--- src/hdl/sps_pkg.sv ---
package sps_pkg;

  localparam int unsigned LastStep = 40;

  // Field kind codes from the syntax table.
  localparam logic [5:0] KindUe = 6'h10;
  localparam logic [5:0] KindSe = 6'h20;

  // Status codes carried with each result word.
  localparam logic [2:0] StElem     = 3'd0;
  localparam logic [2:0] StDone     = 3'd1;
  localparam logic [2:0] StVui      = 3'd2;
  localparam logic [2:0] StReserved = 3'd3;
  localparam logic [2:0] StOverlong = 3'd4;
  localparam logic [2:0] StTrail    = 3'd5;

  // Syntax steps that steer the parse.
  localparam logic [5:0] StepProfile  = 6'd0;
  localparam logic [5:0] StepReserved = 6'd7;
  localparam logic [5:0] StepSpsId    = 6'd9;
  localparam logic [5:0] StepChroma   = 6'd10;
  localparam logic [5:0] StepSeparate = 6'd11;
  localparam logic [5:0] StepDepth    = 6'd12;
  localparam logic [5:0] StepMatrix   = 6'd15;
  localparam logic [5:0] StepListFlag = 6'd16;
  localparam logic [5:0] StepDelta    = 6'd17;
  localparam logic [5:0] StepRun      = 6'd18;
  localparam logic [5:0] StepFrameNum = 6'd19;
  localparam logic [5:0] StepPocType  = 6'd20;
  localparam logic [5:0] StepPocLsb   = 6'd21;
  localparam logic [5:0] StepDeltaZero = 6'd22;
  localparam logic [5:0] StepCycle    = 6'd25;
  localparam logic [5:0] StepRefOfs   = 6'd26;
  localparam logic [5:0] StepMaxRef   = 6'd27;
  localparam logic [5:0] StepFrameMbs = 6'd31;
  localparam logic [5:0] StepMbaff    = 6'd32;
  localparam logic [5:0] StepDirect   = 6'd33;
  localparam logic [5:0] StepCrop     = 6'd34;
  localparam logic [5:0] StepCropLeft = 6'd35;
  localparam logic [5:0] StepVui      = 6'd39;
  localparam logic [5:0] StepStop     = 6'd40;

  typedef enum logic [1:0] {
    SIdle,
    SBits,
    SOut
  } state_e;

  function automatic logic [5:0] kind_of(input logic [5:0] s);
    logic [5:0] k;
    case (s)
      6'd0, 6'd8: k = 6'd8;
      6'd7: k = 6'd2;
      6'd9, 6'd10, 6'd12, 6'd13, 6'd19, 6'd20, 6'd21, 6'd25, 6'd27,
      6'd29, 6'd30, 6'd35, 6'd36, 6'd37, 6'd38: k = KindUe;
      6'd17, 6'd23, 6'd24, 6'd26: k = KindSe;
      default: k = 6'd1;
    endcase
    return k;
  endfunction

  function automatic logic high_profile(input logic [7:0] p);
    return p == 8'd100 || p == 8'd110 || p == 8'd122 || p == 8'd244 ||
           p == 8'd44 || p == 8'd83 || p == 8'd86 || p == 8'd118 ||
           p == 8'd128 || p == 8'd138 || p == 8'd139 || p == 8'd134 ||
           p == 8'd135;
  endfunction

endpackage

--- src/hdl/h264_sps_syntax_parser_core.sv ---
// Channel | Direction | Handshake           | Payload
// in      | input     | in_valid/in_stall   | byte_value, last_byte
// out     | output    | out_valid/out_stall | element_code .. last_result
// A byte is taken in the idle state, its eight bits are stepped through in order and
// a closing state ends the byte. A VUI-follows pair puts its second word in on a step
// of its own, an early end word is queued in the closing state ahead of the held word,
// and once the parse has stopped the bit steps are skipped. Each result word waits in
// a hold register until the next word or the close of the byte, so that the last flag
// can be set on it; the bit step holds while the output register is full and stalled.
// Reset puts the parser at the profile field. After the last byte it
// returns to that state for the next parameter set.
module h264_sps_syntax_parser_core
  import sps_pkg::*;
#(
  parameter int unsigned MAX_LEADING_ZEROS = 31,
  parameter int unsigned MAX_REF_CYCLE = 255
) (
  input  logic               clk_i,
  input  logic               rst_ni,
  input  logic               in_valid_i,
  output logic               in_stall_o,
  input  logic [7:0]         byte_value_i,
  input  logic               last_byte_i,
  output logic               out_valid_o,
  input  logic               out_stall_i,
  output logic [5:0]         element_code_o,
  output logic signed [32:0] element_value_o,
  output logic [3:0]         list_number_o,
  output logic [7:0]         list_position_o,
  output logic               use_default_matrix_o,
  output logic [2:0]         status_o,
  output logic               last_result_o
);

  localparam logic [5:0] MaxZeros = 6'(MAX_LEADING_ZEROS);
  localparam logic [7:0] MaxCycle = 8'(MAX_REF_CYCLE);

  state_e state_q, state_d;
  logic [7:0]  byte_q, byte_d;
  logic        last_q, last_d;
  logic [2:0]  bit_q, bit_d;
  logic [5:0]  step_q, step_d;
  logic [3:0]  left_q, left_d;
  logic [5:0]  zeros_q, zeros_d;
  logic [31:0] acc_q, acc_d;
  logic [7:0]  prof_q, prof_d;
  logic [1:0]  chroma_q, chroma_d;
  logic        term_q, term_d;
  logic [3:0]  lnum_q, lnum_d;
  logic [7:0]  ecnt_q, ecnt_d;
  logic [7:0]  etot_q, etot_d;
  logic [7:0]  prev_q, prev_d;

  // Output register: the word offered on the out channel.
  logic        ov_q, ov_d;
  logic [5:0]  oc_q, oc_d;
  logic [32:0] oval_q, oval_d;
  logic [3:0]  on_q, on_d;
  logic [7:0]  op_q, op_d;
  logic        od_q, od_d;
  logic [2:0]  os_q, os_d;
  logic        ol_q, ol_d;
  // Hold register: the newest word, kept until the next one or the close of the byte.
  logic        sv_q, sv_d;
  logic [5:0]  sc_q, sc_d;
  logic [32:0] sval_q, sval_d;
  logic [3:0]  sn_q, sn_d;
  logic [7:0]  sp_q, sp_d;
  logic        sd_q, sd_d;
  logic [2:0]  ss_q, ss_d;
  // A VUI-follows word waits here behind the flag word.
  logic        p_q, p_d;

  logic        b;
  logic [5:0]  kind;
  logic [32:0] fval;
  logic        fin;
  logic [31:0] acc_sh;
  logic [7:0]  ns;
  logic        busy_out;

  assign b = byte_q[bit_q];
  assign kind = kind_of(step_q);
  assign acc_sh = {acc_q[30:0], b};
  assign busy_out = ov_q && out_stall_i;
  assign in_stall_o = (state_q != SIdle);
  assign out_valid_o = ov_q;
  assign element_code_o = oc_q;
  assign element_value_o = oval_q;
  assign list_number_o = on_q;
  assign list_position_o = op_q;
  assign use_default_matrix_o = od_q;
  assign status_o = os_q;
  assign last_result_o = ol_q;

  // Sequencer: one bit per cycle through the shared bit step, unless the output is stalled.
  always_comb begin
    logic [32:0] raw;
    logic [3:0]  limit;
    logic [5:0]  nx;
    logic [5:0]  knx;
    logic        put1;
    logic [5:0]  c1;
    logic [32:0] v1;
    logic [3:0]  n1;
    logic [7:0]  p1;
    logic        d1;
    logic [2:0]  s1;
    logic        put2;
    logic        do_enter;
    logic        done_bits;
    state_d = state_q; byte_d = byte_q; last_d = last_q; bit_d = bit_q;
    step_d = step_q; left_d = left_q; zeros_d = zeros_q; acc_d = acc_q;
    prof_d = prof_q; chroma_d = chroma_q; term_d = term_q; lnum_d = lnum_q;
    ecnt_d = ecnt_q; etot_d = etot_q; prev_d = prev_q;
    ov_d = ov_q && out_stall_i; oc_d = oc_q; oval_d = oval_q; on_d = on_q;
    op_d = op_q; od_d = od_q; os_d = os_q; ol_d = ol_q;
    sv_d = sv_q; sc_d = sc_q; sval_d = sval_q; sn_d = sn_q; sp_d = sp_q;
    sd_d = sd_q; ss_d = ss_q;
    p_d = p_q;
    raw = '0; limit = '0; nx = step_q + 6'd1; knx = '0; fin = 1'b0;
    put1 = 1'b0; c1 = step_q; v1 = '0; n1 = '0; p1 = '0; d1 = 1'b0; s1 = StElem;
    put2 = 1'b0; do_enter = 1'b0; done_bits = 1'b0;
    fval = '0; ns = '0;
    case (state_q)
      SIdle: begin
        if (in_valid_i) begin
          byte_d = byte_value_i; last_d = last_byte_i; bit_d = 3'd7;
          state_d = SBits;
        end
      end
      SBits: begin
        if (p_q) begin
          // The VUI-follows word goes in behind the flag word.
          if (!busy_out) begin
            put1 = 1'b1; c1 = StepVui; s1 = StVui; p_d = 1'b0;
          end
        end else if (!busy_out) begin
          if (!term_q) begin
            // Bit step: fixed field or Exp-Golomb.
            if (kind < KindUe) begin
              acc_d = acc_sh;
              if (left_q != 0) left_d = left_q - 4'd1;
              if (left_q <= 4'd1) begin fin = 1'b1; raw = {1'b0, acc_sh}; end
            end else if (acc_q == 0) begin
              if (!b) begin
                if (zeros_q >= MaxZeros) begin
                  put1 = 1'b1; s1 = StOverlong; term_d = 1'b1;
                end else zeros_d = zeros_q + 6'd1;
              end else begin
                acc_d = 32'd1;
                if (zeros_q == 0) begin fin = 1'b1; raw = '0; end
              end
            end else begin
              acc_d = acc_sh; zeros_d = zeros_q - 6'd1;
              if (zeros_q == 6'd1) begin fin = 1'b1; raw = {1'b0, acc_sh} - 33'd1; end
            end
            if (kind == KindSe)
              fval = raw[0] ? ((raw + 33'd1) >> 1) : (33'd0 - (raw >> 1));
            else fval = raw;
            ns = prev_q + fval[7:0];
            limit = (chroma_q == 2'd3) ? 4'd12 : 4'd8;
            if (fin) begin
              put1 = 1'b1; v1 = fval; do_enter = 1'b1;
              case (step_q)
                StepProfile: prof_d = fval[7:0];
                StepReserved: if (fval != 0) begin
                  s1 = StReserved; term_d = 1'b1; do_enter = 1'b0;
                end
                StepSpsId: nx = high_profile(prof_q) ? StepChroma : StepFrameNum;
                StepChroma: begin
                  chroma_d = (fval <= 33'd3) ? fval[1:0] : 2'd0;
                  nx = (fval == 33'd3) ? StepSeparate : StepDepth;
                end
                StepMatrix: if (fval != 0) begin
                  lnum_d = '0; nx = StepListFlag;
                end else nx = StepFrameNum;
                StepListFlag: begin
                  n1 = lnum_q;
                  if (fval != 0) begin
                    ecnt_d = '0; etot_d = (lnum_q < 4'd6) ? 8'd16 : 8'd64;
                    prev_d = 8'd8; nx = StepDelta;
                  end else begin
                    lnum_d = lnum_q + 4'd1;
                    nx = (lnum_q + 4'd1 >= limit) ? StepFrameNum : StepListFlag;
                  end
                end
                StepDelta: begin
                  n1 = lnum_q; p1 = ecnt_q;
                  if (ns == 0) begin
                    c1 = StepRun; v1 = {25'd0, prev_q}; d1 = (ecnt_q == 0);
                    lnum_d = lnum_q + 4'd1;
                    nx = (lnum_q + 4'd1 >= limit) ? StepFrameNum : StepListFlag;
                  end else begin
                    v1 = {25'd0, ns}; prev_d = ns; ecnt_d = ecnt_q + 8'd1;
                    if (ecnt_q + 8'd1 >= etot_q) begin
                      lnum_d = lnum_q + 4'd1;
                      nx = (lnum_q + 4'd1 >= limit) ? StepFrameNum : StepListFlag;
                    end else nx = StepDelta;
                  end
                end
                StepPocType: nx = (fval == 0) ? StepPocLsb :
                                  ((fval == 33'd1) ? StepDeltaZero : StepMaxRef);
                StepPocLsb: nx = StepMaxRef;
                StepCycle: begin
                  etot_d = (fval > {25'd0, MaxCycle}) ? MaxCycle : fval[7:0];
                  ecnt_d = '0;
                  nx = (fval != 0) ? StepRefOfs : StepMaxRef;
                end
                StepRefOfs: begin
                  n1 = ecnt_q[3:0]; p1 = ecnt_q; ecnt_d = ecnt_q + 8'd1;
                  nx = (ecnt_q + 8'd1 >= etot_q) ? StepMaxRef : StepRefOfs;
                end
                StepFrameMbs: nx = (fval != 0) ? StepDirect : StepMbaff;
                StepCrop: nx = (fval != 0) ? StepCropLeft : StepVui;
                StepVui: if (fval != 0) begin
                  put2 = 1'b1; term_d = 1'b1; do_enter = 1'b0;
                end
                StepStop: begin
                  v1 = '0; s1 = (fval != 0) ? StDone : StTrail;
                  term_d = 1'b1; do_enter = 1'b0;
                end
                default: ;
              endcase
              if (do_enter) begin
                knx = kind_of(nx);
                step_d = nx;
                left_d = (knx < KindUe) ? knx[3:0] : 4'd0;
                zeros_d = '0; acc_d = '0;
              end
            end
            if (put2) p_d = 1'b1;
          end
          if (bit_q == 0 || term_q) done_bits = 1'b1;
          else bit_d = bit_q - 3'd1;
          if (done_bits && !put2) state_d = SOut;
        end
      end
      SOut: begin
        // Close the byte: queue an early end word first, then send the held word as last.
        if (!busy_out) begin
          if (last_q && !term_q) begin
            put1 = 1'b1; s1 = StTrail; term_d = 1'b1;
          end else begin
            if (sv_q) begin
              ov_d = 1'b1; oc_d = sc_q; oval_d = sval_q; on_d = sn_q; op_d = sp_q;
              od_d = sd_q; os_d = ss_q; ol_d = 1'b1; sv_d = 1'b0;
            end
            if (last_q) begin
              step_d = StepProfile; left_d = 4'd8; zeros_d = '0; acc_d = '0;
              prof_d = '0; chroma_d = 2'd1; term_d = 1'b0; lnum_d = '0;
              ecnt_d = '0; etot_d = '0; prev_d = 8'd8;
            end
            state_d = SIdle;
          end
        end
      end
      default: state_d = SIdle;
    endcase
    // A new word moves the held one to the output register and takes its place.
    if (put1) begin
      if (sv_q) begin
        ov_d = 1'b1; oc_d = sc_q; oval_d = sval_q; on_d = sn_q; op_d = sp_q;
        od_d = sd_q; os_d = ss_q; ol_d = 1'b0;
      end
      sv_d = 1'b1; sc_d = c1; sval_d = v1; sn_d = n1; sp_d = p1; sd_d = d1; ss_d = s1;
    end
  end

  // Control and parse state registers.
  always_ff @(posedge clk_i or negedge rst_ni) begin
    if (!rst_ni) begin
      state_q <= SIdle; step_q <= StepProfile; left_q <= 4'd8; zeros_q <= '0;
      acc_q <= '0; prof_q <= '0; chroma_q <= 2'd1; term_q <= 1'b0;
      lnum_q <= '0; ecnt_q <= '0; etot_q <= '0; prev_q <= 8'd8;
      ov_q <= 1'b0; sv_q <= 1'b0; p_q <= 1'b0; bit_q <= '0; last_q <= 1'b0;
    end else begin
      state_q <= state_d; step_q <= step_d; left_q <= left_d; zeros_q <= zeros_d;
      acc_q <= acc_d; prof_q <= prof_d; chroma_q <= chroma_d; term_q <= term_d;
      lnum_q <= lnum_d; ecnt_q <= ecnt_d; etot_q <= etot_d; prev_q <= prev_d;
      ov_q <= ov_d; sv_q <= sv_d; p_q <= p_d; bit_q <= bit_d;
      last_q <= last_d;
    end
  end

  // Data registers of the byte and of both word registers.
  always_ff @(posedge clk_i) begin
    byte_q <= byte_d; oc_q <= oc_d; oval_q <= oval_d; on_q <= on_d;
    op_q <= op_d; od_q <= od_d; os_q <= os_d; ol_q <= ol_d;
    sc_q <= sc_d; sval_q <= sval_d; sn_q <= sn_d; sp_q <= sp_d;
    sd_q <= sd_d; ss_q <= ss_d;
  end

`ifndef SYNTHESIS
  // A pending second word only exists while bits are being processed.
  assert property (@(posedge clk_i) disable iff (!rst_ni)
    p_q |-> state_q == SBits) else $error("pending word outside bit phase");
  // No byte is taken while the parser is busy.
  assert property (@(posedge clk_i) disable iff (!rst_ni)
    state_q != SIdle |-> in_stall_o) else $error("accepted while busy");
  // Closing a last byte always leaves the parser at the profile field.
  assert property (@(posedge clk_i) disable iff (!rst_ni)
    (state_q == SOut && last_q && term_q && !busy_out) |=>
      step_q == StepProfile && !term_q)
    else $error("no return to reset after last byte");
  // A stalled result word stays valid and unchanged.
  assert property (@(posedge clk_i) disable iff (!rst_ni)
    (out_valid_o && out_stall_i) |=> out_valid_o && $stable(element_code_o) &&
      $stable(element_value_o) && $stable(status_o) && $stable(last_result_o))
    else $error("stalled result word changed");
`endif

endmodule
--- config.mk ---
export PLATFORM = sky130hd
export DESIGN_NAME = h264_sps_syntax_parser_core
export DESIGN_NICKNAME = d
export VERILOG_FILES = /design/src/hdl/sps_pkg.sv /design/src/hdl/h264_sps_syntax_parser_core.sv
export SDC_FILE = /design/constraint.sdc
export NUM_CORES = 1
export LEC_CHECK = 0
export BUFFER_PORTS_ARGS = -buffer_cell sky130_fd_sc_hd__buf_2
export CAP_MARGIN = 30
export CORE_AREA = 2 2 196 198
export CTS_CLUSTER_SIZE = 40
export DETAILED_ROUTE_END_ITERATION = 16
export DIE_AREA = 0 0 198 200
export GPL_ROUTABILITY_DRIVEN = 0
export MAX_ROUTING_LAYER = met4
export PLACE_DENSITY_LB_ADDON = 0.12
export SKIP_LAST_GASP = 1
export SYNTH_ARGS = -nofsm -noshare
export SYNTH_HDL_FRONTEND = slang
export SYNTH_SLANG_ARGS = --single-unit
--- constraint.sdc ---
create_clock -name clk_i -period 9.55 [get_ports clk_i]
set_clock_uncertainty 0.05 [all_clocks]
set_input_delay 1.91 -clock clk_i [delete_from_list [all_inputs] [get_ports clk_i]]
set_output_delay 1.91 -clock clk_i [all_outputs]
set_load 0.03 [all_outputs]
## Word level (Yosys, flattened, before mapping)

Memory sizes are Yosys's and may differ from the RTL's.
Index checks and enable logic that the tools add are counted.

- Flip-flop bits (word level): 215
- Bits in read-only memories: 640
- Input port bits: 13
- Logic and storage cells: 463
- Memories: 2

Memories:

| name | depth | width | read ports | clocked after memory_dff | wr ports | RTL line | source |
|---|---|---|---|---|---|---|---|
| (name not given) | 64 | 5 | 1 | 0 | 0 | sps_pkg.sv:51 | `case (s)` |
| (name not given) | 64 | 5 | 1 | 0 | 0 | sps_pkg.sv:51 |  |

- Add/sub/neg operators: 11
- Magnitude comparators: 10
- Equal/unequal tests: 59
- Mux-type cells: 294
- Bitwise gates (word level): 5
- Reductions and logical operators: 51

Operators with widths:

| operator | count |
|---|---|
| $mux 33 | 19 |
| $mux 32 | 12 |
| $mux 8 | 36 |
| $mux 6 | 42 |
| $mux 4 | 30 |
| $pmux 8 s2 | 6 |
| $mux 1 | 81 |
| $mux 3 | 25 |
| $pmux 33 s2 | 1 |
| $pmux 6 s11 | 1 |
| $pmux 32 s2 | 1 |
| $eq 8x7->1 const B | 6 |
| $eq 8x8->1 const B | 6 |
| $eq 6x5->1 const B | 7 |
| $mux 2 | 21 |
| $add 33x1->33 const B | 1 |
| $eq 33x1->1 const B | 1 |
| $eq 33x2->1 const B | 1 |
| $gt 33x8->1 const B | 1 |
| $le 33x2->1 const B | 1 |
| $logic_not 33->1 | 1 |
| $reduce_bool 33->1 | 1 |
| $sub 1x32->33 const A | 1 |
| $sub 32x1->33 const B | 1 |
| other kinds (63) | 127 |

## Depth between registers and ports, before layout

Gate-level depths: netlist of run 1.
An unclocked memory read counts as a cell.

- Word-level depth: 41
- Depth in mapped cells: 42

## Worst setup path before layout of run 1

OpenSTA, ideal clock, no wires.

- Path kind: reg2reg
- Start: register step_q[1]
- End: register left_q[0]
- Arrival time: 7.717 ns
- Required time: 9.372 ns
- Path slack: 1.655 ns
- Stages on the path, launching flop included: 39
- Buffers on the path: 6
- Period minus slack after synthesis: 7.895 ns
- Cell sequence: dfrtp_1 -> inv_1 -> ha_1 -> buf_1 -> a211o_1 -> a221o_1 -> buf_2 -> nor3_4 -> buf_4 -> mux2i_1 -> inv_2 -> buf_1 -> buf_1 -> ha_1 -> and2_1 -> a32oi_1 -> o21ai_0 -> a21oi_1 -> (+3 left out) -> o21ai_0 -> a21oi_1 -> o21bai_1 -> a21oi_1 -> xnor3_1 -> and3_1 -> clkbuf_1 -> nor2_1 -> o32a_1 -> o311a_1 -> o221a_4 -> inv_1 -> ha_1 -> inv_1 -> o31ai_1 -> a221oi_2 -> nor3_1 -> o31ai_2

- Cells in the longest elaborated chain, start to end: 38
- Elaborated cells between the ends (all ways): 81
- Classes of those cells: add/sub (4); order compare (2); eq/ne (17); mux (52); reduce/logical (4); memory (2)

RTL lines:

| item | RTL line | source |
|---|---|---|
| from (decl) | h264_sps_syntax_parser_core.sv:42 | `logic [5:0] step_q, step_d;` |
| from (signal assigned) | h264_sps_syntax_parser_core.sv:278 | `state_q <= state_d; step_q <= step_d; left_q <= left_d; zeros_q <= zeros_d;` |
| $mem_v2 64x5 | n/a |  |
| $lt 6x5->1 | h264_sps_syntax_parser_core.sv:141 | `if (kind < KindUe) begin` |
| $mux 33 | h264_sps_syntax_parser_core.sv:141 |  |
| $mux 33 | h264_sps_syntax_parser_core.sv:139 | `if (!term_q) begin` |
| $mux 33 | h264_sps_syntax_parser_core.sv:138 | `end else if (!busy_out) begin` |
| $mux 33 | h264_sps_syntax_parser_core.sv:133 | `if (p_q) begin` |
| $mux 33 | h264_sps_syntax_parser_core.sv:125 | `case (state_q)` |
| $add 33x1->33 or $sub 1x32->33 (tied branches) | h264_sps_syntax_parser_core.sv:159 | `fval = raw[0] ? ((raw + 33'd1) >> 1) : (33'd0 - (raw >> 1));` |
| (+22 left out) | n/a |  |
| $lt 6x5->1 | h264_sps_syntax_parser_core.sv:228 | `left_d = (knx < KindUe) ? knx[3:0] : 4'd0;` |
| $mux 4 | h264_sps_syntax_parser_core.sv:228 |  |
| $mux 4 | h264_sps_syntax_parser_core.sv:225 | `if (do_enter) begin` |
| $mux 4 (*) | h264_sps_syntax_parser_core.sv:163 | `if (fin) begin` |
| $mux 4 (*) | h264_sps_syntax_parser_core.sv:139 |  |
| $mux 4 (*) | h264_sps_syntax_parser_core.sv:138 |  |
| $mux 4 (*) | h264_sps_syntax_parser_core.sv:133 |  |
| $pmux 4 s2 (*) | h264_sps_syntax_parser_core.sv:125 |  |
| to (signal assigned) | h264_sps_syntax_parser_core.sv:278 |  |
| to (decl) | h264_sps_syntax_parser_core.sv:43 | `logic [3:0] left_q, left_d;` |

Mark *: on every way between the ends. The rest lies on a longest branch, timed or not. The select of a mux whose other input is x is not followed.
A chain may end at the register's enable or synchronous reset.

## Final worst setup path of run 1

- Start: register step_q[3]
- End: register left_q[0]

Same word-level chain as after synthesis.

==> qor.txt, run 1 <==
status: complete, no violations
H-tree depth: 1
CTS clk-pin slew, worst paths: 0.06 ns
Async SR Flop Fraction: 44.7%
initial core utilization: 39.7%
Max FO, Critical Path: 17
final setup violation count: 0
Worst-Margin Slew: 1.02 ns
worst skew pair latency: 0.56 ns
count of buffers from port buffering: 70
minimum clock period after layout: 9.02 ns
worst hold slack: 0.413 ns
Post-Route WL: 44.6 mm
fraction of layout cells with a size suffix above 1: 16.1%
Yosys cell types: 107
n_diodes: 0
first-pass GRT wire length: 71.6 mm
Reg-to-Reg End: left_q[0]
Max Cap Violations: 0
Post-synth EDFFs: 64
via count: 13500
Post-Layout Inst Area: 0.0166 mm²
P_leak: 6.70 nW
Min-Delay Path Class: reg -> reg
Final Max Slew Viols: 0
Setup crit start: step_q[3]
GRT Max-Usage Layer: met1
Achievable Freq: 111 MHz
TritonRoute pass-1 iters: 5
DPL Wire Length: 33.0 mm
crit path kind: reg -> reg
wire per inst: 20.1 µm
area grow syn2layout: 11.4%
Post-CTS Resized: 0
Clock Tree Buf Depth: 3
top post-synthesis cells by area: dfrtp_1 16%, edfxtp_1 13%, dfxtp_1 7.4%, mux2_2 5.3%, ha_1 4.0%
CP max stage cell: nor3_4
Nets: 1755
# IOs: 71
Netlist Area Pre-Place: 0.0149 mm²
crit path to: left_q[0]
crit path DAT: 9.41 ns
CTS Sinks: 215
die area: 0.0396 mm²
most numerous cell on the critical path: a21oi_1
Synth Area per Inst: 8.90 µm²
Final period util: 94.4%
CTS root buf: clkbuf_16
Syn Nets: 1733
VDD IR max: 0.152 mV
GRT overflow: 0
Die X: 198 µm
worst path required time: 9.94 ns
Yosys reg bits: 215
Die Height: 200 µm
TritonCTS clock tree: built
Yosys top cell area share: 15.7%
vias in the first global route: 12400
pwr dens: 390 mW/mm²
path depth of the worst reg2reg path: 33
Total Power: 6.46 mW
Tot GR Track Use: 23.3%
CP Launch Type: flop
area leader, netlist: dfrtp_1
initial antenna violation count: 0
TNS Setup: 0 ns
Reg2Reg Launch Point: step_q[3]
Final ANT Viol Nets: 0
GR Util met1: 34.2%
row count: 71
Residual DRC: 0
CTS buffer count: 26
Gate Count Post-Synth: 1671
Via density: 6.07
Post-Place Cell Area: 0.0157 mm²
final hold vios: 0
yosys warns: 0
hold_buf cts: 0
r2r setup slk: 0.53 ns
met2 usage: 33.9%
largest net degree at the start of global routing: 65
worst rel slew slack: 31.9%
Critical Path End Type: flop
met3 usage: 2.08%
RSZ-0062 raised after global routing: false
Max stage delay on crit path: 0.75 ns
DRT iter0 DRCs: 1495
core area: 0.0374 mm²
Top FF cell, synth: dfrtp_1
sequential share of the synthesized area: 36.5%
area by class of cell:
type | instances | area, µm²
clock buffers | 37 | 753
clock inverters | 11 | 106
fillers | 3662 | 20800
inverters | 77 | 289
multi-input cells | 1274 | 8710
flip-flops and latches | 215 | 5430
well taps | 511 | 639
repair buffers | 99 | 631
synthesized netlist by cell type (48+ instances only):
| master | count |
|---|---|
| nor3_1 | 49 |
| edfxtp_1 | 64 |
| mux2_2 | 70 |
| dfxtp_1 | 55 |
| inv_1 | 73 |
| clkbuf_1 | 70 |
| dfrtp_1 | 93 |
| nand2_1 | 124 |
| a21oi_1 | 86 |
| o21ai_0 | 89 |
| nor2_1 | 140 |
| ha_1 | 48 |
| nand3_1 | 66 |
per-stage QoR:
step	setup WS [ns]	std cells	util [%]
after floorplan	1.65	1671	-
after global placement	0.726	2173	41.7
after detailed placement	0.691	2175	41.9
after CTS	0.645	2223	44.2
after global routing	0.0140	2224	44.3
final	0.533	2224	44.3
report_power, final:
group	internal, mW	switching (mW)	total, mW	leakage, nW
Clock	0.578	0.399	0.977	0.404
Combinational	1.37	2.62	3.99	3.94
Sequential	1.26	0.229	1.49	2.35
Total	3.21	3.25	6.46	6.70
worst min-delay path by stage:
stage / startpoint / endpoint / depth (start not counted)
after floorplan: sc_q[0] / element_code_o[0] / 1
after global placement: sval_q[25] / element_value_o[25] / 1
after detailed placement: sn_q[0] / list_number_o[0] / 1
final: sval_q[2] / element_value_o[2] / 1
after CTS: sval_q[2] / element_value_o[2] / 1
after global routing: sval_q[2] / element_value_o[2] / 1
placed cells by master (no fill, tap or decap), drive strengths merged, types with 29 or more instances in the layout:
cell,netlist,layout
nor4,31,31
nand2,127,127
dfrtp,93,93
buf,35,99
ha,48,48
nand3,67,67
edfxtp,64,64
nor3,53,53
a21oi,87,87
clkbuf,70,37
inv,77,78
dfxtp,55,55
o211ai,29,29
nor2,141,141
o21ai,103,103
mux2,74,74
cells by family after synthesis:
group / synth area share, %
flops: 36.5
buf+inv: 5.02
simple gates: 21.2
fa+ha+maj: 4.18
compound gates: 24.0
mux: 7.04
xor+xnor: 2.04
what timing repair did:
item | in CTS | in global routing
buffers inserted | 0 | 0
endpoints found under the hold margin | 0 | 0
endpoints found under the setup margin | 0 | 1
critical path: cells and delay by family, from the launching register on:
kind,cells,cell delay [ns]
AO/OA/AOI/OAI,17,4.52
AND/OR/NAND/NOR,6,1.82
adder cells (fa/ha/maj),3,0.80
flip-flops,1,0.70
buffers and inverters,5,0.56
XOR/XNOR,2,0.40
per-layer routing:
metal  part of all wire [%]  vias to the layer above  wire length [µm]
li1                       -                     6369                 -
met1                     48                     6462             21300
met2                     43                      585             19200
met3                    6.5                       92              2920
met4                    2.8                        0              1240
met5                      0                        -                 0
Note: power is estimated with default switching activity, not from simulation.
==> inputs of run 2 (changes only) <==
==> constraint.sdc (replaced) <==
create_clock -name clk_i -period 7.75 [get_ports clk_i]
set_clock_uncertainty 0.05 [all_clocks]
set_input_delay 1.55 -clock clk_i [delete_from_list [all_inputs] [get_ports clk_i]]
set_output_delay 1.55 -clock clk_i [all_outputs]
set_load 0.03 [all_outputs]
==> qor.txt, run 2 (synthesis results as in run 1) <==
status: complete, no violations
fraction of layout cells with a size suffix above 1: 21.3% (+5.2 points)
Final ANT Viol Nets: 0 (unchanged)
Setup WS pre-CTS: -0.00385 ns (-0.694 ns)
Tot GR Track Use: 23.2% (-0.041 points)
Max stage delay on crit path: 0.59 ns (-0.16 ns)
final worst slack: 0.341 ns (-0.192 ns)
Min-Delay Path Class: reg -> reg
Final Max Slew Viols: 0 (unchanged)
Post-Route WL: 45.0 mm (+1.0%)
Die X: 198 µm (unchanged)
most frequent cells in the layout: 139 x nor2_1, 123 x nand2_1, 93 x buf_4, 90 x dfrtp_1, 87 x o21ai_0
Residual DRC: 0 (unchanged)
Reg-to-Reg End: left_q[3]
TritonRoute pass-1 iters: 10 (+5)
CTS clk-pin slew, worst paths: 0.06 ns (about the same)
initial antenna violation count: 0 (unchanged)
GRT overflow: 0 (unchanged)
initial core utilization: 39.7% (unchanged)
wire per inst: 19.7 µm (-1.7%)
RSZ-0062 raised after global routing: false
share of total power in sequential cells: 21.7% (-1.4 points)
Die Height: 200 µm (unchanged)
final setup violation count: 0 (unchanged)
CTS root buf: clkbuf_16
CP max stage cell: or4_4
VDD IR max: 0.219 mV (+44%)
area grow syn2layout: 16.3%
Total Power: 8.42 mW (+30%)
worst path required time: 8.15 ns (-1.79 ns)
Achievable Freq: 135 MHz (+22%)
Hold Crit Start: sp_q[3]
Nets: 1818 (+3.6%)
H-tree depth: 1 (unchanged)
Reg2Reg Launch Point: bit_q[0]
Via density: 5.93 (-2.4%)
Clock power frac: 14.2% (-0.9 points)
internal power: 4.30 mW (+34%)
CP Buf/Inv Count: 2 (-3)
Final period util: 95.6% (+1.2 points)
final hold vios: 0 (unchanged)
hold path depth: 1 (unchanged)
DPL Wire Length: 33.5 mm (+1.6%)
via count: 13500 (+0.27%)
largest net degree at the start of global routing: 68 (+4.6%)
row count: 71 (unchanged)
path depth of the worst reg2reg path: 25 (-24%)
core area: 0.0374 mm² (unchanged)
crit path kind: reg -> reg
Max FO, Critical Path: 8 (-9)
worst skew pair latency: 0.53 ns (-0.03 ns)
n_diodes: 0 (unchanged)
die area: 0.0396 mm² (unchanged)
vias in the first global route: 12600 (+1.6%)
# IOs: 71 (unchanged)
DRT iter0 DRCs: 1229 (-18%)
CTS Sinks: 215 (unchanged)
Clock Tree Buf Depth: 3 (unchanged)
count of buffers from port buffering: 70 (unchanged)
Worst Hold End: list_position_o[3]
minimum clock period after layout: 7.41 ns (-1.61 ns)
hold_buf cts: 0 (unchanged)
first-pass GRT wire length: 71.5 mm (-0.13%)
final core occ: 46.2% (+2.0 points)
combinational share of power: 64.1% (+2.4 points)
pwr dens: 487 mW/mm² (+25%)
CP delay by family, top: simple AND/OR/NAND/NOR gates
P_sw: 4.12 mW (+27%)
TritonCTS clock tree: built
Worst-Margin Slew: 0.896 ns (-0.125 ns)
most numerous cell on the critical path: or4_4
Net Sw Frac: 48.9% (-1.4 points)
CTS buffer count: 24 (-7.7%)
Critical Path End Type: flop
r2r setup slk: 0.34 ns (-0.19 ns)
CP Launch Type: flop
P_leak: 7.06 nW (+5.4%)
Layout fillers: 3611 (-1.4%)
most common cell after layout, fill and taps aside: nor2_1
crit path DAT: 7.81 ns (-1.60 ns)
Max Cap Violations: 0 (unchanged)
worst rel slew slack: 40.0% (+8.1 points)
[run 2: cell count changes in the layout (fill, tap and decap cells not counted), sizes merged]
cell | before | now
buf | 99 | 164
clkinvlp | 5 | 0
clkbuf | 37 | 34
bufinv | 1 | 3
inv | 78 | 80
[run 2: worst max path at each step]
stage | cells past startpoint | endpoint | startpoint
finish | 25 | left_q[3] | bit_q[0]
global route | 26 | left_q[3] | bit_q[0]
CTS | 26 | left_q[3] | bit_q[0]
detailed placement | 26 | left_q[3] | bit_q[0]
global placement | 28 | left_q[0] | bit_q[0]
floorplan | 38 | left_q[0] | step_q[1]
[run 2: repair_timing]
action | CTS | global route
setup endpoints to repair | 2 | 38
pin swaps | 0 | 14
gates resized for setup | 1 | 54
setup buffers | 0 | 15
[run 2: layout make-up]
type                       count  area (µm²)  area share, %
sequential                   215        5430           31.4
tap                          511         639           3.70
clock buffer                  34         689           3.99
timing repair buffer         164        1100           6.35
multi-input combinational   1274        9000           52.1
inverter                      77         289           1.67
clock inverter                10         139          0.803
[run 2: power by group through the flow]
| stage | sequential, mW | clock, mW | combinational, mW |
|---|---|---|---|
| floorplan | 2.03 | 0 | 3.37 |
| global placement | 1.83 | 0 | 5.06 |
| detailed placement | 1.84 | 0 | 5.13 |
| CTS | 1.82 | 1.23 | 5.16 |
| global route | 1.88 | 1.27 | 5.88 |
| finish | 1.83 | 1.19 | 5.40 |
[run 2: stage by stage]
step / setup TNS, ns / hold WS (ns) / instance area (µm²) / instances
final: 0 / 0.415 / 17300 / 2285
after global routing: 0 / 0.431 / 17300 / 2285
after CTS: 0 / 0.422 / 16900 / 2269
after detailed placement: -0.00385 / 0.408 / 16000 / 2225
after global placement: 0 / 0.402 / 16000 / 2224
after floorplan: 0 / 0.399 / 14900 / 1671
[run 2: worst reg2reg max path: stages, from the launching register on]
cell	delay (ns)
dfrtp_2	0.45
mux2_1	0.33
mux4_2	0.52
inv_2	0.08
ha_1	0.15
or4b_4	0.50
or4_4	0.46
a211o_1	0.28
o2111a_1	0.17
o22ai_4	0.15
nand3_2	0.09
or4_4	0.51
or4_4	0.59
o221ai_4	0.22
o2111ai_2	0.15
nor4_4	0.34
o2111a_2	0.31
nand2_2	0.09
o31a_1	0.28
a41o_1	0.29
buf_4	0.16
ha_1	0.32
nand3_1	0.11
a221oi_2	0.36
o211ai_1	0.16
a31oi_1	0.22
[run 2: metal layers]
metal,vias to the layer above,GRT usage [%],wire (µm)
met3,69,2.57,2230
met1,6559,32.7,21800
li1,6502,-,-
met4,0,6.35,1090
met5,-,-,0
met2,415,35.5,20000
==> inputs of run 3 (changes only) <==
--- a/config.mk
+++ b/config.mk
@@ -5,13 +5,12 @@
 export SDC_FILE = /design/constraint.sdc
 export NUM_CORES = 1
 export LEC_CHECK = 0
-export BUFFER_PORTS_ARGS = -buffer_cell sky130_fd_sc_hd__buf_2
 export CAP_MARGIN = 30
 export CORE_AREA = 2 2 196 198
 export CTS_CLUSTER_SIZE = 40
 export DETAILED_ROUTE_END_ITERATION = 16
 export DIE_AREA = 0 0 198 200
-export GPL_ROUTABILITY_DRIVEN = 0
+export DONT_BUFFER_PORTS = 1
 export MAX_ROUTING_LAYER = met4
 export PLACE_DENSITY_LB_ADDON = 0.12
 export SKIP_LAST_GASP = 1
==> qor.txt, run 3 (synthesis results as in run 1) <==
status: complete, no violations
final hold vios: 0 (unchanged)
# IOs: 71 (unchanged)
initial antenna violation count: 0 (unchanged)
Setup WS pre-CTS: -0.143 ns (-0.139 ns)
first-pass GRT wire length: 74.1 mm (+3.6%)
n_diodes: 0 (unchanged)
final worst slack: 0.370 ns (+0.0290 ns)
worst rel slew slack: 39.5% (-0.57 points)
TritonRoute pass-1 iters: 8 (-2)
largest net degree at the start of global routing: 97 (+43%)
initial core utilization: 39.7% (unchanged)
Final ANT Viol Nets: 0 (unchanged)
Achievable Freq: 136 MHz (+0.39%)
Via density: 6.06 (+2.3%)
P_leak: 6.88 nW (-2.5%)
Total Power: 8.41 mW (-0.15%)
Max Cap Violations: 0 (unchanged)
fraction of layout cells with a size suffix above 1: 18.4% (-3.0 points)
Post-Route WL: 47.5 mm (+5.4%)
Critical Path End Type: flop
wire per inst: 21.3 µm (+7.9%)
VDD IR max: 0.240 mV (+9.7%)
Layout fillers: 3667 (+1.6%)
CTS clk-pin slew, worst paths: 0.07 ns (about the same)
DRT iter0 DRCs: 1224 (-0.41%)
worst path required time: 8.13 ns (-0.02 ns)
Clock Tree Buf Depth: 3 (unchanged)
final core occ: 45.5% (-0.71 points)
Final period util: 95.2% (-0.37 points)
Nets: 1765 (-2.9%)
row count: 71 (unchanged)
die area: 0.0396 mm² (unchanged)
count of buffers from port buffering: 0 (-100%)
Worst-Margin Slew: 0.898 ns (+0.00235 ns)
pwr dens: 494 mW/mm² (+1.4%)
final setup violation count: 0 (unchanged)
Max FO, Critical Path: 7 (-1)
gpl congestion: 0.954
minimum clock period after layout: 7.38 ns (-0.0290 ns)
most common cell after layout, fill and taps aside: nor2_1
CTS Sinks: 215 (unchanged)
Residual DRC: 0 (unchanged)
CP Launch Type: flop
Min-Delay Path Class: reg -> reg
most frequent cells in the layout: 139 x nor2_1, 123 x nand2_1, 105 x buf_4, 91 x dfrtp_1, 88 x o21ai_0
GRT overflow: 0 (unchanged)
DPL Wire Length: 35.7 mm (+6.4%)
H-tree depth: 1 (unchanged)
core area: 0.0374 mm² (unchanged)
CTS buffer count: 25 (+4.2%)
Die Height: 200 µm (unchanged)
vias in the first global route: 12700 (+0.81%)
hold_buf cts: 0 (unchanged)
Die X: 198 µm (unchanged)
crit path kind: reg -> reg
via count: 13500 (-0.030%)
CTS root buf: clkbuf_16
crit path DAT: 7.76 ns (-0.05 ns)
worst skew pair latency: 0.54 ns (about the same)
Final Max Slew Viols: 0 (unchanged)
TritonCTS clock tree: built
Tot GR Track Use: 24.5% (+1.2 points)
area grow syn2layout: 14.5%
==> run 3: worst max-delay path: stages (launching register included) <==
cell and delay (ns):
dfrtp_2 0.45, mux2_1 0.32, mux4_2 0.53, inv_2 0.08
ha_1 0.17, or4b_4 0.50, or4_4 0.47, a211o_1 0.29
o2111a_1 0.15, o22ai_2 0.15, nand3_2 0.13, or4_4 0.50
o41ai_2 0.47, a21o_1 0.16, a21oi_1 0.09, nor4bb_2 0.44
buf_4 0.19, o2111a_2 0.24, nand2_2 0.08, o311a_1 0.36
o221a_4 0.30, inv_1 0.11, ha_1 0.23, inv_1 0.08
o31ai_2 0.29, a221oi_2 0.11, nor3_2 0.22, o31ai_2 0.09
==> run 3: final timing paths <==
check	slack, ns	cells after the start	from	to
min	0.42	1	sval_q[9]	element_value_o[9]
max	0.37	27	bit_q[0]	left_q[0]
max in group asynchronous	6.68	0	rst_ni	prev_q[3]
min in group asynchronous	0.66	0	rst_ni	acc_q[29]
min reg2reg	0.42	1	sval_q[9]	element_value_o[9]
max reg2reg	0.37	27	bit_q[0]	left_q[0]
==> run 3: what timing repair did <==
item	in CTS	in global routing
pin swaps	0	12
hold endpoints to repair	0	0
buffers inserted	0	12
endpoints found under the setup margin	2	45
gates cloned	0	1
gates resized for setup	3	39
==> run 3: final cells by class <==
class | count | area [µm²] | area share (%)
clock buffer | 36 | 748 | 4.40
inverter | 77 | 289 | 1.70
sequential | 215 | 5430 | 31.9
tap | 511 | 639 | 3.76
multi-input combinational | 1275 | 8960 | 52.7
clock inverter | 10 | 80.1 | 0.470
timing repair buffer | 109 | 868 | 5.10
==> run 3: per-stage QoR <==
| stage | area (µm²) | hold WS [ns] | instances | setup TNS [ns] |
|---|---|---|---|---|
| floorplan | 14900 | 0.399 | 1671 | 0 |
| global placement | 15800 | 0.401 | 2171 | -0.0360 |
| detailed placement | 15900 | 0.407 | 2174 | -0.260 |
| CTS | 16700 | 0.419 | 2220 | 0 |
| global route | 17000 | 0.425 | 2233 | -0.0350 |
| finish | 17000 | 0.416 | 2233 | 0 |
==> run 3: power by group <==
| part | switching (mW) | total, mW | internal [mW] |
|---|---|---|---|
| logic | 3.09 | 5.09 | 2.00 |
| registers | 0.587 | 2.15 | 1.56 |
| clock network | 0.467 | 1.17 | 0.701 |
| total | 4.14 | 8.41 | 4.26 |
==> run 3: per-layer routing <==
layer	up-vias	GRT usage [%]	share of wire (%)
li1	6402	-	-
met1	6566	34.2	47
met2	479	36.9	44
met3	94	2.89	5.9
met4	0	7.94	3.1
met5	-	-	0
